File: config.mk
export PLATFORM = sky130hd
export DESIGN_NAME = rgbw_led_frame_encoder
export DESIGN_NICKNAME = d
export VERILOG_FILES = /design/src/rlfe_pkg.sv /design/src/rlfe_ram.sv /design/src/rlfe_ctrl.sv /design/src/rlfe_datapath.sv /design/src/rgbw_led_frame_encoder.sv
export SDC_FILE = /design/constraint.sdc
export NUM_CORES = 2
export LEC_CHECK = 0
export BUFFER_PORTS_ARGS = -buffer_cell sky130_fd_sc_hd__buf_2
export CORE_MARGIN = 2
export CORE_UTILIZATION = 45
export CTS_BUF_LIST = sky130_fd_sc_hd__clkbuf_8
export DETAILED_ROUTE_END_ITERATION = 10
export PLACE_DENSITY = 0.63
export SYNTH_ARGS = -nofsm -noshare
export SYNTH_HDL_FRONTEND = slang
export SYNTH_SLANG_ARGS = --single-unit
File: constraint.sdc
create_clock -name clk -period 4.3 [get_ports clk]
set_input_delay 0.86 -clock clk [delete_from_list [all_inputs] [get_ports clk]]
set_output_delay 0.86 -clock clk [all_outputs]
set_load 0.02 [all_outputs]
File: src/rlfe_pkg.sv
`timescale 1ns / 1ps
`default_nettype none
package rlfe_pkg;

  // store depth default
  localparam int MAX_LEDS_DEF = 32;

  // field widths
  localparam int IDX_W   = 6;
  localparam int CFG_W   = 16;
  localparam int CFG_IDX_W = 2;

  // configuration register indexes
  localparam logic [CFG_IDX_W-1:0] CFG_LED_COUNT = 2'd0;
  localparam logic [CFG_IDX_W-1:0] CFG_MA_PER_CH = 2'd1;
  localparam logic [CFG_IDX_W-1:0] CFG_BUDGET    = 2'd2;

  // configuration reset values
  localparam logic [5:0]  LED_COUNT_RST = 6'd32;
  localparam logic [7:0]  MA_PER_CH_RST = 8'd20;
  localparam logic [15:0] BUDGET_RST    = 16'd25000;

  // item kinds
  localparam logic KIND_WRITE  = 1'b0;
  localparam logic KIND_RENDER = 1'b1;

  // result status codes
  localparam logic [2:0] ST_WRITE_OK = 3'd0;
  localparam logic [2:0] ST_LED      = 3'd1;
  localparam logic [2:0] ST_TERM     = 3'd2;
  localparam logic [2:0] ST_OVER     = 3'd3;
  localparam logic [2:0] ST_RANGE    = 3'd4;

  // bit pair to serial byte
  localparam logic [7:0] PAIR_CODE [4] = '{8'h88, 8'h8C, 8'hC8, 8'hCC};

  typedef struct packed {
    logic       kind;
    logic [5:0] led_index;
    logic [7:0] green;
    logic [7:0] red;
    logic [7:0] blue;
    logic [7:0] white;
  } in_item_t;

  typedef struct packed {
    logic [2:0]  status;
    logic [5:0]  out_index;
    logic [31:0] word_green;
    logic [31:0] word_red;
    logic [31:0] word_blue;
    logic [31:0] word_white;
    logic [15:0] current_ma;
    logic        last;
  } out_item_t;

  // controller to datapath
  typedef struct packed {
    logic             take_write;
    logic             rd_en;
    logic [IDX_W-1:0] rd_addr;
    logic             cnt_phase;
    logic             acc_clear;
    logic             mul_en;
    logic             out_load;
    logic [2:0]       out_status;
    logic [IDX_W-1:0] out_index;
  } dp_cmd_t;

  // datapath to controller
  typedef struct packed {
    logic slot_free;
    logic over_budget;
  } dp_stat_t;

  // one channel byte to its 32-bit serial word, top pair in top byte
  function automatic logic [31:0] encode_byte(input logic [7:0] v);
    logic [31:0] w;
    w = '0;
    for (int p = 0; p < 4; p++) begin
      w[8*p +: 8] = PAIR_CODE[v[2*p +: 2]];
    end
    return w;
  endfunction

endpackage
`default_nettype wire

File: src/rlfe_ram.sv
`timescale 1ns / 1ps
`default_nettype none
module rlfe_ram #(
  parameter int WIDTH = 32,
  parameter int DEPTH = 32,
  parameter int AW    = (DEPTH > 1) ? $clog2(DEPTH) : 1
) (
  input  wire logic             clk,
  input  wire logic             we,
  input  wire logic [AW-1:0]    waddr,
  input  wire logic [WIDTH-1:0] wdata,
  input  wire logic             re,
  input  wire logic [AW-1:0]    raddr,
  output logic      [WIDTH-1:0] rdata
);

  logic [WIDTH-1:0] mem [DEPTH];
  logic [WIDTH-1:0] rdata_r;

  // write port
  always_ff @(posedge clk) begin
    if (we) begin
      mem[waddr] <= wdata;
    end
  end

  // registered read, holds when not enabled
  always_ff @(posedge clk) begin
    if (re) begin
      rdata_r <= mem[raddr];
    end
  end

  assign rdata = rdata_r;

endmodule
`default_nettype wire

File: src/rlfe_ctrl.sv
`timescale 1ns / 1ps
`default_nettype none
module rlfe_ctrl #(
  parameter int MAX_LEDS = rlfe_pkg::MAX_LEDS_DEF
) (
  input  wire logic              clk,
  input  wire logic              rst_n,
  input  wire logic              in_valid,
  input  wire logic              in_kind,
  output logic                   in_ready,
  input  wire logic [5:0]        led_count,
  input  wire rlfe_pkg::dp_stat_t stat,
  output rlfe_pkg::dp_cmd_t      cmd
);
  import rlfe_pkg::*;

  localparam int AW = (MAX_LEDS > 1) ? $clog2(MAX_LEDS) : 1;
  localparam int CW = $clog2(MAX_LEDS + 1);

  localparam logic [2:0] S_IDLE = 3'd0;
  localparam logic [2:0] S_CNT  = 3'd1;
  localparam logic [2:0] S_ACC  = 3'd2;
  localparam logic [2:0] S_MUL  = 3'd3;
  localparam logic [2:0] S_CMP  = 3'd4;
  localparam logic [2:0] S_EMIT = 3'd5;
  localparam logic [2:0] S_TERM = 3'd6;

  logic [2:0]    state_r, state_nxt;
  logic [AW-1:0] idx_r, idx_nxt;
  logic [CW-1:0] n_r, n_nxt;
  logic [CW-1:0] n_calc;
  logic          at_end;

  // leds walked by a render
  assign n_calc = (led_count < 6'(MAX_LEDS)) ? CW'(led_count) : CW'(MAX_LEDS);
  assign at_end = (CW'(idx_r) == (n_r - CW'(1)));

  // next state and commands
  always_comb begin
    state_nxt      = state_r;
    idx_nxt        = idx_r;
    n_nxt          = n_r;
    in_ready       = 1'b0;
    cmd            = '0;
    cmd.rd_addr    = IDX_W'(idx_r);
    cmd.out_index  = IDX_W'(idx_r);
    case (state_r)
      S_IDLE: begin
        in_ready = stat.slot_free;
        if (in_valid && stat.slot_free) begin
          if (in_kind == KIND_WRITE) begin
            cmd.take_write = 1'b1;
          end else begin
            cmd.acc_clear = 1'b1;
            n_nxt         = n_calc;
            idx_nxt       = '0;
            state_nxt     = (n_calc == '0) ? S_ACC : S_CNT;
          end
        end
      end
      S_CNT: begin
        cmd.rd_en     = 1'b1;
        cmd.cnt_phase = 1'b1;
        if (at_end) begin
          state_nxt = S_ACC;
        end else begin
          idx_nxt = idx_r + AW'(1);
        end
      end
      S_ACC: begin
        state_nxt = S_MUL;
      end
      S_MUL: begin
        cmd.mul_en = 1'b1;
        state_nxt  = S_CMP;
      end
      S_CMP: begin
        if (stat.over_budget) begin
          if (stat.slot_free) begin
            cmd.out_load   = 1'b1;
            cmd.out_status = ST_OVER;
            state_nxt      = S_IDLE;
          end
        end else if (n_r == '0) begin
          state_nxt = S_TERM;
        end else begin
          cmd.rd_en   = 1'b1;
          cmd.rd_addr = '0;
          idx_nxt     = '0;
          state_nxt   = S_EMIT;
        end
      end
      S_EMIT: begin
        if (stat.slot_free) begin
          cmd.out_load   = 1'b1;
          cmd.out_status = ST_LED;
          if (at_end) begin
            state_nxt = S_TERM;
          end else begin
            cmd.rd_en   = 1'b1;
            cmd.rd_addr = IDX_W'(idx_r + AW'(1));
            idx_nxt     = idx_r + AW'(1);
          end
        end
      end
      S_TERM: begin
        if (stat.slot_free) begin
          cmd.out_load   = 1'b1;
          cmd.out_status = ST_TERM;
          state_nxt      = S_IDLE;
        end
      end
      default: begin
        state_nxt = S_IDLE;
      end
    endcase
  end

  // state registers
  always_ff @(posedge clk) begin
    if (!rst_n) begin
      state_r <= S_IDLE;
      idx_r   <= '0;
      n_r     <= '0;
    end else begin
      state_r <= state_nxt;
      idx_r   <= idx_nxt;
      n_r     <= n_nxt;
    end
  end

endmodule
`default_nettype wire

File: src/rlfe_datapath.sv
`timescale 1ns / 1ps
`default_nettype none
module rlfe_datapath #(
  parameter int MAX_LEDS = rlfe_pkg::MAX_LEDS_DEF
) (
  input  wire logic               clk,
  input  wire logic               rst_n,
  input  wire rlfe_pkg::in_item_t in_data,
  input  wire logic [5:0]         led_count,
  input  wire logic [7:0]         ma_per_channel,
  input  wire logic [15:0]        current_budget_ma,
  input  wire rlfe_pkg::dp_cmd_t  cmd,
  output rlfe_pkg::dp_stat_t      stat,
  output logic                    out_valid,
  input  wire logic               out_ready,
  output rlfe_pkg::out_item_t     out_data
);
  import rlfe_pkg::*;

  localparam int AW = (MAX_LEDS > 1) ? $clog2(MAX_LEDS) : 1;

  logic [MAX_LEDS-1:0] valid_r, valid_nxt;
  logic                rvalid_r;
  logic                acc_en_r;
  logic [7:0]          lit_r, lit_nxt;
  logic [15:0]         product_r;
  logic                out_valid_r, out_valid_nxt;
  out_item_t           out_data_r, out_data_nxt;
  logic [31:0]         rdata;
  logic [31:0]         entry;
  logic                in_range;
  logic                store_we;
  logic [2:0]          lit_add;

  // write range check against count and store depth
  assign in_range = (in_data.led_index < led_count) &&
                    (7'(in_data.led_index) < 7'(MAX_LEDS));
  assign store_we = cmd.take_write && in_range;

  rlfe_ram #(
    .WIDTH (32),
    .DEPTH (MAX_LEDS)
  ) u_store (
    .clk   (clk),
    .we    (store_we),
    .waddr (in_data.led_index[AW-1:0]),
    .wdata ({in_data.green, in_data.red, in_data.blue, in_data.white}),
    .re    (cmd.rd_en),
    .raddr (cmd.rd_addr[AW-1:0]),
    .rdata (rdata)
  );

  // never-written entries read as zero
  always_comb begin
    valid_nxt = valid_r;
    if (store_we) begin
      valid_nxt[in_data.led_index[AW-1:0]] = 1'b1;
    end
  end

  always_ff @(posedge clk) begin
    if (!rst_n) begin
      valid_r  <= '0;
      rvalid_r <= 1'b0;
      acc_en_r <= 1'b0;
    end else begin
      valid_r  <= valid_nxt;
      acc_en_r <= cmd.rd_en && cmd.cnt_phase;
      if (cmd.rd_en) begin
        rvalid_r <= valid_r[cmd.rd_addr[AW-1:0]];
      end
    end
  end

  assign entry = rvalid_r ? rdata : '0;

  // lit channel count of the entry just read
  assign lit_add = 3'(entry[31:24] != '0) + 3'(entry[23:16] != '0) +
                   3'(entry[15:8] != '0) + 3'(entry[7:0] != '0);

  always_comb begin
    lit_nxt = lit_r;
    if (cmd.acc_clear) begin
      lit_nxt = '0;
    end else if (acc_en_r) begin
      lit_nxt = lit_r + 8'(lit_add);
    end
  end

  always_ff @(posedge clk) begin
    if (!rst_n) begin
      lit_r <= '0;
    end else begin
      lit_r <= lit_nxt;
    end
  end

  // frame current estimate
  always_ff @(posedge clk) begin
    if (cmd.mul_en) begin
      product_r <= {8'd0, lit_r} * {8'd0, ma_per_channel};
    end
  end

  assign stat.over_budget = (product_r > current_budget_ma);
  assign stat.slot_free   = !out_valid_r || out_ready;

  // output register
  always_comb begin
    out_valid_nxt = out_valid_r;
    out_data_nxt  = out_data_r;
    if (out_valid_r && out_ready) begin
      out_valid_nxt = 1'b0;
    end
    if (cmd.take_write) begin
      out_valid_nxt          = 1'b1;
      out_data_nxt           = '0;
      out_data_nxt.status    = in_range ? ST_WRITE_OK : ST_RANGE;
      out_data_nxt.out_index = in_data.led_index;
      out_data_nxt.last      = 1'b1;
    end else if (cmd.out_load) begin
      out_valid_nxt           = 1'b1;
      out_data_nxt            = '0;
      out_data_nxt.status     = cmd.out_status;
      out_data_nxt.current_ma = product_r;
      if (cmd.out_status == ST_LED) begin
        out_data_nxt.out_index  = cmd.out_index;
        out_data_nxt.word_green = encode_byte(entry[31:24]);
        out_data_nxt.word_red   = encode_byte(entry[23:16]);
        out_data_nxt.word_blue  = encode_byte(entry[15:8]);
        out_data_nxt.word_white = encode_byte(entry[7:0]);
      end else begin
        out_data_nxt.last = 1'b1;
      end
    end
  end

  always_ff @(posedge clk) begin
    if (!rst_n) begin
      out_valid_r <= 1'b0;
    end else begin
      out_valid_r <= out_valid_nxt;
    end
  end

  always_ff @(posedge clk) begin
    out_data_r <= out_data_nxt;
  end

  assign out_valid = out_valid_r;
  assign out_data  = out_data_r;

endmodule
`default_nettype wire

File: src/rgbw_led_frame_encoder.sv
// write item: one result, registered, valid the cycle after acceptance; one write per cycle unless output stalls
// render item: n = min(led_count, MAX_LEDS) store reads count lit channels, then S_ACC,
//   S_MUL and S_CMP form and check the current; over budget gives one ST_OVER result, else n + 1
//   results at one per cycle while the output slot is free, from the single store read port
// reset: configuration returns to 32 leds, 20 mA, 25000 mA; every store entry reads as
//   zero at once through per-entry valid bits, no clearing pass
`timescale 1ns / 1ps
`default_nettype none
module rgbw_led_frame_encoder #(
  parameter int MAX_LEDS = rlfe_pkg::MAX_LEDS_DEF
) (
  input  wire logic                           clk,
  input  wire logic                           rst_n,
  input  wire logic                           in_valid,
  output logic                                in_ready,
  input  wire rlfe_pkg::in_item_t             in_data,
  output logic                                out_valid,
  input  wire logic                           out_ready,
  output rlfe_pkg::out_item_t                 out_data,
  input  wire logic                           cfg_wr_en,
  input  wire logic [rlfe_pkg::CFG_IDX_W-1:0] cfg_index,
  input  wire logic [rlfe_pkg::CFG_W-1:0]     cfg_data
);
  import rlfe_pkg::*;

  logic [5:0]  led_count_r;
  logic [7:0]  ma_per_ch_r;
  logic [15:0] budget_r;
  dp_cmd_t     cmd;
  dp_stat_t    stat;

  // configuration registers
  always_ff @(posedge clk) begin
    if (!rst_n) begin
      led_count_r <= LED_COUNT_RST;
      ma_per_ch_r <= MA_PER_CH_RST;
      budget_r    <= BUDGET_RST;
    end else if (cfg_wr_en) begin
      case (cfg_index)
        CFG_LED_COUNT: led_count_r <= cfg_data[5:0];
        CFG_MA_PER_CH: ma_per_ch_r <= cfg_data[7:0];
        CFG_BUDGET:    budget_r    <= cfg_data[15:0];
        default: ;
      endcase
    end
  end

  rlfe_ctrl #(
    .MAX_LEDS (MAX_LEDS)
  ) u_ctrl (
    .clk       (clk),
    .rst_n     (rst_n),
    .in_valid  (in_valid),
    .in_kind   (in_data.kind),
    .in_ready  (in_ready),
    .led_count (led_count_r),
    .stat      (stat),
    .cmd       (cmd)
  );

  rlfe_datapath #(
    .MAX_LEDS (MAX_LEDS)
  ) u_datapath (
    .clk               (clk),
    .rst_n             (rst_n),
    .in_data           (in_data),
    .led_count         (led_count_r),
    .ma_per_channel    (ma_per_ch_r),
    .current_budget_ma (budget_r),
    .cmd               (cmd),
    .stat              (stat),
    .out_valid         (out_valid),
    .out_ready         (out_ready),
    .out_data          (out_data)
  );

endmodule
`default_nettype wire
==> summary by stage <==
Yosys
The top cell type by total area after synthesis is edfxtp_1. The synthesized netlist devotes 6.64% of its cell area to compound gates. After synthesis, the largest area contributor takes up 63.5% of total cell area. The fraction of the mapped netlist area in adder cells is 3.06%.

The number of flops mapped to enable cells by yosys is 1081. The netlist area before placement is 0.0511 sq mm. The share of the synthesized netlist area taken by xor and xnor gates is less than 1%. For this run, asynchronously set or reset flops after synthesis account for 0%. For this run, the register share of the synthesized area comes to between 60% and 70%. After synthesis, the mean cell area works out to 12.5 sq um. The commonest cells after synthesis are nand2_1 (1186), edfxtp_1 (1081), nand3_1 (209), clkbuf_1 (166), and3_1 (161).

The area fraction in and, or, nand and nor cells after synthesis is 16.1%. The dominant cell by count in the synthesized netlist is nand2_1. By area, the combinational part of the netlist is dominated by simple AND/OR/NAND/NOR gates. After synthesis the netlist holds a flip-flop and latch count of 1218. The main flop type after synthesis is edfxtp_1.

The multiplexer share of the synthesized area is 0.686%. The Yosys warning count is 0. Ranked by total cell area, the synthesized netlist is headed by edfxtp_1 (64%), nand2_1 (8.7%), dfxtp_1 (5.4%). The number of distinct library cells after synthesis is 60. The cell count after synthesis is 4095.

Status
The flow ran to the end, and the final reports show no timing, DRC or antenna violations.

Die
The width of the die is 341 um. The core region is 0.112 sq mm. Row generation in the floorplan step produced roughly 120 rows. During I/O placement, the number of pins put on the boundary was approximately 220. Once the floorplan was initialized, standard cells occupied 45.4% of the core. The die outline area is 0.116 sq mm. The floorplan step set the die height to approximately 340 um.

Clock tree
Counting every sink on the clock net gives 1218. Hold repair after CTS inserted 0 buffers. The CTS tree is built. Buffers inserted during clock tree synthesis total 196. The clock slew at the register clock pins of the worst setup and hold paths is 0.06 ns. The cell chosen for the clock root is clkbuf_8. The clock latency at the later pin of the worst-skew pair is 0.87 ns. The maximum clock path buffer count is 3. The number of levels in the clock H-tree is 4.

Place
Buffers placed on the I/O ports in this run total ~150. The final estimated routing congestion in global placement is roughly 0.86. The post-placement setup slack is -0.313 ns. Summed over all nets, the half-perimeter wirelength after detailed placement is 86.8 mm.

Min path
For hold timing, the worst endpoint is budget_r[14]. Along the worst hold path, the cell count comes to 3. The start point of the worst hold path is cfg_data[14]. The classification of the worst-slack hold path is primary input to flip-flop.

Worst setup path
The type of origin of the critical path is a flip-flop. The biggest cell delay along the critical path is between 0.5 and 0.6 ns. The worst register-to-register path begins at u_datapath.lit_r[2]. Counting cells, the worst reg-to-reg path comes to 18. The cell repeated most along the worst path is fa_1. The critical path in this run is classified as flip-flop to flip-flop. The endpoint required time on the critical path is 4.91 ns. The largest fanout of any net on the critical path is 5.

Among all stages on the critical path, the largest delay is contributed by fa_1. The flop-to-flop setup slack is 0.06 ns. The data arrival time of the worst path is 4.85 ns.

The endpoint identified for the worst register-to-register timing path is u_datapath.product_r[15]. The signal on the critical path passes through nand2_2 -> fa_1 -> fa_1 -> inv_1 -> fa_1 -> inv_1 -> fa_1 -> inv_1 -> ha_4 -> a21boi_2 -> o21ai_4 -> a21boi_2 -> o21ai_1 -> nand2b_1 -> a21o_1 -> a21oi_2 -> o21ai_1 -> xnor2_1. The worst setup path is captured at a flip-flop.

Cells and area
The area growth from synthesis to layout is 16.4%. Summing all multi-input logic gate instances after layout gives 0.0145 sq mm. At the end of the flow, the number of nets in the layout was 4619. The layout filler cell count is 9519. The combined flip-flop and latch cell area is ~0.035 sq mm.

The fraction of layout cells with a size suffix above 1 is 17.3%.

Timing
The pin slew with the least headroom to its limit is roughly 1.1 ns. The upper clock frequency limit is 236 MHz. The total count of hold-check failures in the final report was 0. The post-route minimum period is 4.24 ns. Setup repair after global routing could not meet its margin everywhere. The final number of max-transition violations came to 0. The tightest slew margin relative to the limit is a little over a quarter. The final setup violation count is 0. The setup skew after layout is 0.0421 ns. The worst setup slack after layout is between 0.05 and 0.06 ns. Of the available clock period, the critical path in the final layout requires 98.7%.

Detailed routing
The routed wire length per instance is 24.4 um. After detailed routing, the total wire length is 149 mm. Using the TritonRoute via totals, the vias-per-cell ratio works out to 5.66. The total iterations of the first detailed-routing run is 5. The remaining antenna violation count after routing is 0. After detailed routing, the number of remaining DRC violations is 0.

The count of vias placed by the detailed router is 34596. The detailed router finished its first iteration with ~3600 violations.

Global route
The first global-routing pass estimated 216 mm of wire. For this run the aggregate overflow at the end of global routing stands at 0. The pin count of the biggest net entering global routing is 56.

The number of global-route vias before repair is between 30000 and 40000. The number of antenna violations at the first check in global routing is 13. Across every metal layer, demand over resource in global routing totals 25.2%.

Power
The areal power density over the cells is 422 mW/mm^2. IR analysis of the VDD net gives a maximum drop of 0.245 mV. The total power is 25.1 mW. For this design the static power due to leakage is approximately 22 nW.

Job
The count of maximum capacitance violations is 0.
how the worst max path moves through the flow:
stage / startpoint / slack [ns] / depth (start not counted) / to
floorplan: out_ready / -0.18 / 9 / u_datapath.u_store.mem[12][0]
global placement: ma_per_ch_r[2] / -0.29 / 18 / u_datapath.product_r[15]
detailed placement: ma_per_ch_r[2] / -0.31 / 18 / u_datapath.product_r[15]
CTS: ma_per_ch_r[4] / 0.004 / 18 / u_datapath.product_r[15]
global route: ma_per_ch_r[3] / -0.16 / 19 / u_datapath.product_r[15]
finish: u_datapath.lit_r[2] / 0.06 / 18 / u_datapath.product_r[15]
flip-flops by register name, indices dropped and copies added (netlist names), 8 cells and up:
register and flops:
u_datapath.u_store.mem 1024, u_datapath.out_data 59, u_datapath.u_store.rdata 32, u_datapath.valid_r 32, budget_r 16, u_datapath.product_r 16, ma_per_ch_r 8, u_datapath.lit_r 8
stage by stage:
stage,util (%),hold slack (ns),setup TNS (ns),cells,cell area [sq um]
3_3_place_gp,49.4,0.439,-0.727,5737,55500
6_report,52.9,0.230,0,6116,59500
5_1_grt,52.9,0.208,-0.478,6116,59500
4_1_cts,52.7,0.162,0,6104,59200
2_1_floorplan,-,0.425,-97.22,4158,51300
3_5_place_dp,49.4,0.447,-0.754,5737,55500
cell usage in the layout, fill, tap and decap left out, types with 9 or more instances in the layout:
| master | n |
|---|---|
| xor2_1 | 13 |
| clkbuf_8 | 208 |
| o21a_1 | 32 |
| dfxtp_1 | 127 |
| nand3_1 | 209 |
| clkinv_1 | 36 |
| edfxtp_1 | 1081 |
| mux2i_1 | 35 |
| a21oi_1 | 22 |
| nor3_1 | 42 |
| and2_1 | 53 |
| conb_1 | 64 |
| a21boi_0 | 14 |
| nor4_2 | 20 |
| nor2_4 | 36 |
| nor2b_1 | 22 |
| o211ai_1 | 11 |
| xnor2_1 | 11 |
| o22ai_1 | 32 |
| a311oi_1 | 127 |
| and3_1 | 161 |
| nor2_1 | 46 |
| a22o_1 | 73 |
| buf_12 | 83 |
| nor4_1 | 17 |
| nand2_1 | 1177 |
| buf_2 | 153 |
| a31oi_1 | 66 |
| ha_1 | 60 |
| a21o_1 | 11 |
| buf_4 | 198 |
| clkinv_2 | 16 |
| inv_1 | 164 |
| fa_1 | 35 |
| o21ai_0 | 15 |
| nand2b_1 | 9 |
worst max-delay path, delay by kind of cell, from the launching register on:
family	cells	cell delay, ns
flops	1	0.37
compound gates	7	0.96
simple gates	2	0.14
fa+ha+maj	5	2.22
buf+inv	3	0.17
xor+xnor	1	0.13
cells by family after synthesis:
logic type	Yosys count
AOI/OAI and AO/OA	444
xor gates and xnor gates	25
adders and majority gates	102
buffers and inverters	423
DFF	1218
muxes	35
other	1
and+or+nand+nor	1847
cell type report:
cell class,count,share of cell area (%)
Clock buffer,208,4.81
Timing Repair Buffer,441,6.76
Antenna cell,2,0.00841
Inverter,81,0.511
Clock inverter,149,1.19
Tap cell,1500,3.15
Sequential cell,1218,59.2
Multi-Input combinational cell,2517,24.3
power breakdown:
| group | switching, mW | internal [mW] |
|---|---|---|
| registers | 0.240 | 13.1 |
| logic | 1.72 | 0.845 |
| clock network | 4.56 | 4.63 |
layer usage:
layer / track usage [%] / routed length, um
met1: 34.4 / 61300
met2: 40.6 / 69900
met3: 4.95 / 13700
met4: 8.20 / 4170
met5: 0 / 23
what timing repair did:
action                                  4_1_cts  5_1_grt
endpoints found under the setup margin        4       31
gates resized for setup                      30       33
cloned                                        0        1
pin swaps                                    14       28
buffers inserted                             10       10
Note: power is estimated with default switching activity, not from simulation.
